File: config.mk
export PLATFORM = sky130hd
export DESIGN_NAME = ddof_ctrl
export DESIGN_NICKNAME = d
export VERILOG_FILES = /design/src/ddof_pkg.sv /design/src/ddof_ctrl.sv
export VERILOG_INCLUDE_DIRS = /design/src /design/src/src
export SDC_FILE = /design/constraint.sdc
export NUM_CORES = 1
export LEC_CHECK = 0
export ABC_AREA = 1
export BUFFER_PORTS_ARGS = -buffer_cell sky130_fd_sc_hd__buf_2
export CAP_MARGIN = 10
export CORE_MARGIN = 10
export CORE_UTILIZATION = 32
export CTS_BUF_LIST = sky130_fd_sc_hd__clkbuf_4 sky130_fd_sc_hd__clkbuf_8
export DETAILED_ROUTE_END_ITERATION = 7
export GPL_TIMING_DRIVEN = 0
export PLACE_DENSITY = 0.6
export SYNTH_ARGS = -nofsm -noshare
export SYNTH_HDL_FRONTEND = slang
export SYNTH_SLANG_ARGS = --single-unit
File: constraint.sdc
create_clock -name clock -period 2.32 [get_ports clock]
set_input_delay 0.116 -clock clock [delete_from_list [all_inputs] [get_ports clock]]
set_output_delay 0.116 -clock clock [all_outputs]
set_load 0.02 [all_outputs]
File: src/diff_drive_odometry_fusion_macros.svh
// assertion macros for the rtl, used by ddof_ctrl
`ifndef DIFF_DRIVE_ODOMETRY_FUSION_MACROS_SVH
`define DIFF_DRIVE_ODOMETRY_FUSION_MACROS_SVH

// property that holds outside reset
`define DDOF_ASSERT(label, clk, rst, prop, msg) \
   label: assert property (@(posedge clk) disable iff (rst) (prop)) else $error(msg);

// implication checked on the next clock
`define DDOF_ASSERT_NEXT(label, clk, rst, ante, cons, msg) \
   label: assert property (@(posedge clk) disable iff (rst) (ante) |=> (cons)) else $error(msg);

`endif

File: src/ddof_pkg.sv
`default_nettype none
package ddof_pkg;

   localparam int DIST_PER_COUNT_DEF = 68400;
   localparam int INV_WHEEL_BASE_DEF = 5008000;
   localparam int GYRO_SCALE_DEF     = 2562;
   localparam int ACCEL_SCALE_DEF    = 1023;
   localparam int CORDIC_STEPS_DEF   = 16;

   localparam int ATAN_ENTRIES = 24;
   localparam logic signed [19:0] Q16_TWO_PI  = 20'sd411775;
   localparam logic signed [19:0] Q16_PI      = 20'sd205887;
   localparam logic signed [19:0] Q16_HALF_PI = 20'sd102944;
   localparam logic signed [31:0] ACC_SMALL   = 32'sd1966;
   localparam logic signed [33:0] CORDIC_GAIN = 34'sd652032874;

   // register indexes
   localparam logic [2:0] REG_GYRO_OFFSET_Z    = 3'd0;
   localparam logic [2:0] REG_GYRO_NOISE_LEVEL = 3'd1;
   localparam logic [2:0] REG_ACCEL_OFFSET_X   = 3'd2;
   localparam logic [2:0] REG_ACCEL_OFFSET_Y   = 3'd3;
   localparam logic [2:0] REG_ACCEL_NOISE_X    = 3'd4;
   localparam logic [2:0] REG_ACCEL_NOISE_Y    = 3'd5;
   localparam logic [2:0] REG_GYRO_WEIGHT      = 3'd6;
   localparam logic [2:0] REG_FUSED_WEIGHT     = 3'd7;

   localparam logic [16:0] GYRO_WEIGHT_RST  = 17'd62259;
   localparam logic [16:0] FUSED_WEIGHT_RST = 17'd32768;

   // datapath phase commands
   localparam logic [3:0] OP_NONE    = 4'd0;
   localparam logic [3:0] OP_LOAD    = 4'd1;
   localparam logic [3:0] OP_PREP    = 4'd2;
   localparam logic [3:0] OP_DGYRO   = 4'd3;
   localparam logic [3:0] OP_ATAN    = 4'd4;
   localparam logic [3:0] OP_BLEND1  = 4'd5;
   localparam logic [3:0] OP_BLEND2  = 4'd6;
   localparam logic [3:0] OP_HEAD    = 4'd7;
   localparam logic [3:0] OP_SINCOS  = 4'd8;
   localparam logic [3:0] OP_POS     = 4'd9;
   localparam logic [3:0] OP_BLEND1B = 4'd10;
   localparam logic [3:0] OP_BLEND2B = 4'd11;
   localparam logic [3:0] OP_POSB    = 4'd12;

   typedef struct packed {
      logic [3:0] op;
      logic       cordic_init;
      logic       publish;
   } cmd_type;

   typedef struct packed {
      logic cordic_done;
      logic div_done;
   } status_type;

   typedef struct packed {
      logic signed [15:0] gyro_offset_z;
      logic        [14:0] gyro_noise_level;
      logic signed [15:0] accel_offset_x;
      logic signed [15:0] accel_offset_y;
      logic        [14:0] accel_noise_x;
      logic        [14:0] accel_noise_y;
      logic        [16:0] gyro_weight;
      logic        [16:0] fused_weight;
   } cfg_type;

   function automatic logic signed [19:0] atan_lookup(input logic [4:0] i);
      logic signed [19:0] r;
      begin
         case (i)
            5'd0: r = 20'sd51472;
            5'd1: r = 20'sd30386;
            5'd2: r = 20'sd16055;
            5'd3: r = 20'sd8150;
            5'd4: r = 20'sd4091;
            5'd5: r = 20'sd2047;
            5'd6: r = 20'sd1024;
            5'd7: r = 20'sd512;
            5'd8: r = 20'sd256;
            5'd9: r = 20'sd128;
            5'd10: r = 20'sd64;
            5'd11: r = 20'sd32;
            5'd12: r = 20'sd16;
            5'd13: r = 20'sd8;
            5'd14: r = 20'sd4;
            5'd15: r = 20'sd2;
            5'd16: r = 20'sd1;
            default: r = 20'sd0;
         endcase
         return r;
      end
   endfunction

endpackage
`default_nettype wire

File: src/ddof_ctrl.sv
`default_nettype none
module ddof_ctrl (
   input  wire                  clock,
   input  wire                  reset,
   input  wire                  req_valid,
   output logic                 req_ready,
   output logic                 rsp_valid,
   input  wire                  rsp_ready,
   input  ddof_pkg::status_type status,
   output ddof_pkg::cmd_type    cmd
);
   import ddof_pkg::*;
   `include "diff_drive_odometry_fusion_macros.svh"

   localparam logic [3:0] S_IDLE    = 4'd0;
   localparam logic [3:0] S_PREP    = 4'd1;
   localparam logic [3:0] S_DIV     = 4'd2;
   localparam logic [3:0] S_ATAN    = 4'd3;
   localparam logic [3:0] S_BLEND1  = 4'd4;
   localparam logic [3:0] S_BLEND1B = 4'd5;
   localparam logic [3:0] S_BLEND2  = 4'd6;
   localparam logic [3:0] S_BLEND2B = 4'd7;
   localparam logic [3:0] S_HEAD    = 4'd8;
   localparam logic [3:0] S_SINCOS  = 4'd9;
   localparam logic [3:0] S_POS     = 4'd10;
   localparam logic [3:0] S_POSB    = 4'd11;
   localparam logic [3:0] S_OUT     = 4'd12;

   logic [3:0] state_ff, state_in;
   logic       rsp_valid_ff, rsp_valid_in;

   assign req_ready = (state_ff == S_IDLE);
   assign rsp_valid = rsp_valid_ff;

   always_comb begin
      state_in = state_ff;
      rsp_valid_in = rsp_valid_ff && !rsp_ready;
      cmd = '0;
      cmd.op = OP_NONE;
      unique case (state_ff)
         S_IDLE: begin
            if (req_valid) begin
               cmd.op = OP_LOAD;
               state_in = S_PREP;
            end
         end
         S_PREP: begin
            cmd.op = OP_PREP;
            state_in = S_DIV;
         end
         S_DIV: begin
            cmd.op = OP_DGYRO;
            if (status.div_done) begin
               cmd.cordic_init = 1'b1;
               state_in = S_ATAN;
            end
         end
         S_ATAN: begin
            cmd.op = OP_ATAN;
            if (status.cordic_done) state_in = S_BLEND1;
         end
         S_BLEND1: begin
            cmd.op = OP_BLEND1;
            state_in = S_BLEND1B;
         end
         S_BLEND1B: begin
            cmd.op = OP_BLEND1B;
            state_in = S_BLEND2;
         end
         S_BLEND2: begin
            cmd.op = OP_BLEND2;
            state_in = S_BLEND2B;
         end
         S_BLEND2B: begin
            cmd.op = OP_BLEND2B;
            state_in = S_HEAD;
         end
         S_HEAD: begin
            cmd.op = OP_HEAD;
            cmd.cordic_init = 1'b1;
            state_in = S_SINCOS;
         end
         S_SINCOS: begin
            cmd.op = OP_SINCOS;
            if (status.cordic_done) state_in = S_POS;
         end
         S_POS: begin
            cmd.op = OP_POS;
            state_in = S_POSB;
         end
         S_POSB: begin
            cmd.op = OP_POSB;
            state_in = S_OUT;
         end
         S_OUT: begin
            // wait until the previous beat has left the output register
            if (!rsp_valid_ff || rsp_ready) begin
               cmd.publish = 1'b1;
               rsp_valid_in = 1'b1;
               state_in = S_IDLE;
            end
         end
         default: state_in = S_IDLE;
      endcase
   end

   always_ff @(posedge clock) begin
      if (reset) begin
         state_ff <= S_IDLE;
         rsp_valid_ff <= 1'b0;
      end else begin
         state_ff <= state_in;
         rsp_valid_ff <= rsp_valid_in;
      end
   end

   `DDOF_ASSERT(a_publish_free, clock, reset, !(cmd.publish && rsp_valid_ff && !rsp_ready), "publish over a held beat")
   `DDOF_ASSERT_NEXT(a_accept_leaves_idle, clock, reset, req_valid && req_ready, state_ff == S_PREP, "accept did not start work")
   `DDOF_ASSERT_NEXT(a_publish_valid, clock, reset, cmd.publish, rsp_valid_ff, "publish without valid")
endmodule
`default_nettype wire

==> flow_summary_export.csv <==
group,metric,value,unit
timing,holdWs,69.09,ps
grt,grt_antenna_before_repair,0,
clock_tree,numCtsBuffers,3,
routing,drtIter0Drc,11,
clock_tree,path_clk_slew,40,ps
clock_tree,cts_resized,0,
layout,fin_nets,100,
outcome,status,"finished clean",
layout,multi_input_area,255.2,µm²
critical_path,path_max_fanout,6,
critical_path,rr_startpoint,"state_ff[2]",
grt,grt_pass1_vias,442,
synth,yosysWarningCount,0,
synth,synth_cell_types,16,
synth,async_flop_share,0,%
clock_tree,holdBufCountCts,0,
routing,drc,0,
pwr,peakVddDrop,0.5581,mV
routing,routed_wl,1023,µm
floorplanning,die_area,0.003157,mm²
routing,wl_per_cell,9.561,µm
critical_path,worstPathArrival,1400,ps
routing,ant_nets,0,
floorplanning,ioPinCount,14,
timing,final.min_clock_period,1516,ps
grt,grt_max_degree,8,
timing,slew_violations,0,
synth,syn_avg_cell_area,5.515,µm²
run,max_cap_violations,0,
timing,setup_viol,0,
timing,rsz0062_at_grt,"no",
placed_design,dpl-instance-area,501.7,µm²
clock_tree,clkSinkCount,5,
layout,stdcell_area,531.8,µm²
critical_path,r2r_slack,1080,ps
synth,syn_inst,76,
critical_path,reg2regPathDepth,7,
critical_path,cp-end-kind,"output pin",
layout,fillers,136,
grt,grt-ovfl-total,0,
min_path,hp-start,"reset",
critical_path,crit_path_cell_trace,"nor2_2 > inv_2 > nor3_1 > nand2_1 > nand4_1 > buf_2",
critical_path,critPathKind,"reg -> out",
timing,fmax,0.6595,GHz
timing,final.setup_skew,2.435,ps
clock_tree,cts.htree.levels,1,
placed_design,dp_hpwl,897.6,µm
timing,tightest_slew,283.8,ps
layout,drive_gt1_share,27.96,%
clock_tree,post-cts-setup-buffers,0,
clock_tree,cts_root_buf,"clkbuf_4",
critical_path,worstPathRequired,2200,ps
placed_design,place_congestion,0.7864,
clock_tree,clockBufferDepth,2,
min_path,hold-path-cell-count,2,
routing,routed_via_density,4.645,
critical_path,max_stage_delay,330,ps
clock_tree,tritoncts,"built",
pwr,power,0.0007458,W
synth,seq_area_frac_synth,23.88,%
grt,grt_pass1_wl,1759,µm
floorplanning,rows,12,
layout,synthToLayoutAreaGrowth,26.87,%
routing,drtPass1Iterations,4,
pwr,p_leak,0.3235,nW
min_path,hold_path_end,"state_ff[2]",
timing,relSlewSlack,81.06,%
floorplanning,coreArea,0.001171,mm²
timing,final-hold-violation-count,0,
routing,num_vias,497,
critical_path,start_kind,"flip-flop",
min_path,hp-class,"in -> reg",
pwr,power.density,1403,mW/mm²
layout,final_cell_mix,"17 x nand2_1, 13 x inv_1, 13 x buf_2",
floorplanning,die_h,56.19,µm
critical_path,cp_slowest_cell,"dfxtp_1",
placed_design,port_buffers,13,
synth,ys_ff_latch,5,
synth,synthFlopType,"dfxtp_1",
layout,final_common_cell,"nand2_1",
timing,min_period_over_period,65.36,%
layout,register_area,100.1,µm²
synth,syn_nets,82,
grt,grt_usage,6.514,%
layout,post-route-util,45.41,%
synth,netlist_area,419.2,µm²
critical_path,r2r_end,"state_ff[3]",
timing,tns,0,ps
clock_tree,insertion_delay,230,ps
layout,diodes,0,
synth,synth_enable_flop_cells,0,
critical_path,cp-startpoint,"state_ff[0]",
floorplanning,die_x,56.19,µm
floorplanning,start_util,35.79,%
[worst max-delay path by stage]
stage | cells after the start | endpoint | slack [ps]
CTS | 6 | cmd[2] | 790
global placement | 6 | cmd[2] | 1040
detailed placement | 6 | cmd[2] | 1050
finish | 6 | cmd[2] | 800
global route | 6 | cmd[2] | 680
floorplan | 5 | cmd[2] | 790
[critical path: cells and delay by family, from the launching register on]
family,cells,cell delay (ps)
buf+inv,2,250
flops,1,330
simple gates,4,590
[where the power goes]
group / leakage [nW] / internal (W) / total, W / switching [W]
registers: 0.0411 / 0.000113 / 0.000148 / 0.0000347
clock network: 0.0184 / 0.0000764 / 0.000108 / 0.0000316
logic: 0.264 / 0.000162 / 0.000490 / 0.000328
total: 0.323 / 0.000351 / 0.000746 / 0.000395
[cell type report]
type | instances | share of cell area, %
inverters | 17 | 12.00
multi-input cells | 54 | 48.00
repair buffers | 13 | 12.24
well taps | 14 | 3.294
clock buffers | 4 | 5.647
flip-flops and latches | 5 | 18.82
[flip-flops by register name (all words and copies together) (netlist names)]
register / cells
state_ff: 4
rsp_valid: 1
[cells by family (layout without fill, tap and decap cells)]
family | Yosys count | in the layout | synth area share (%)
and+or+nand+nor | 44 | 44 | 48.96
buffers and inverters | 17 | 34 | 15.22
AOI/OAI and AO/OA | 10 | 10 | 11.94
DFF | 5 | 5 | 23.88
[stage by stage]
step	instances	worst slack, ps
after global routing	107	677.1
after CTS	107	792.9
final	107	803.8
after floorplan	76	794.4
after detailed placement	103	1050
after global placement	103	1043
[layer usage]
layer / global-route usage (%) / routed length, µm / vias to the layer above
met3: 3.189 / 74 / 0
met5: 0 / 0 / -
met2: 10.08 / 468 / 8
li1: - / - / 270
met4: 3.072 / 0 / 0
met1: 7.223 / 481 / 219
[synthesized netlist by cell type, types with 3 or more instances]
cell type,count,area [µm²]
nand2_1,17,63.81
inv_1,13,48.80
nor2_1,10,37.54
nand3_1,8,40.04
o21ai_0,7,35.03
dfxtp_1,5,100.1
a21oi_1,3,15.01
inv_2,3,11.26
nor2_2,3,18.77
(Power assumes the default switching activity.)
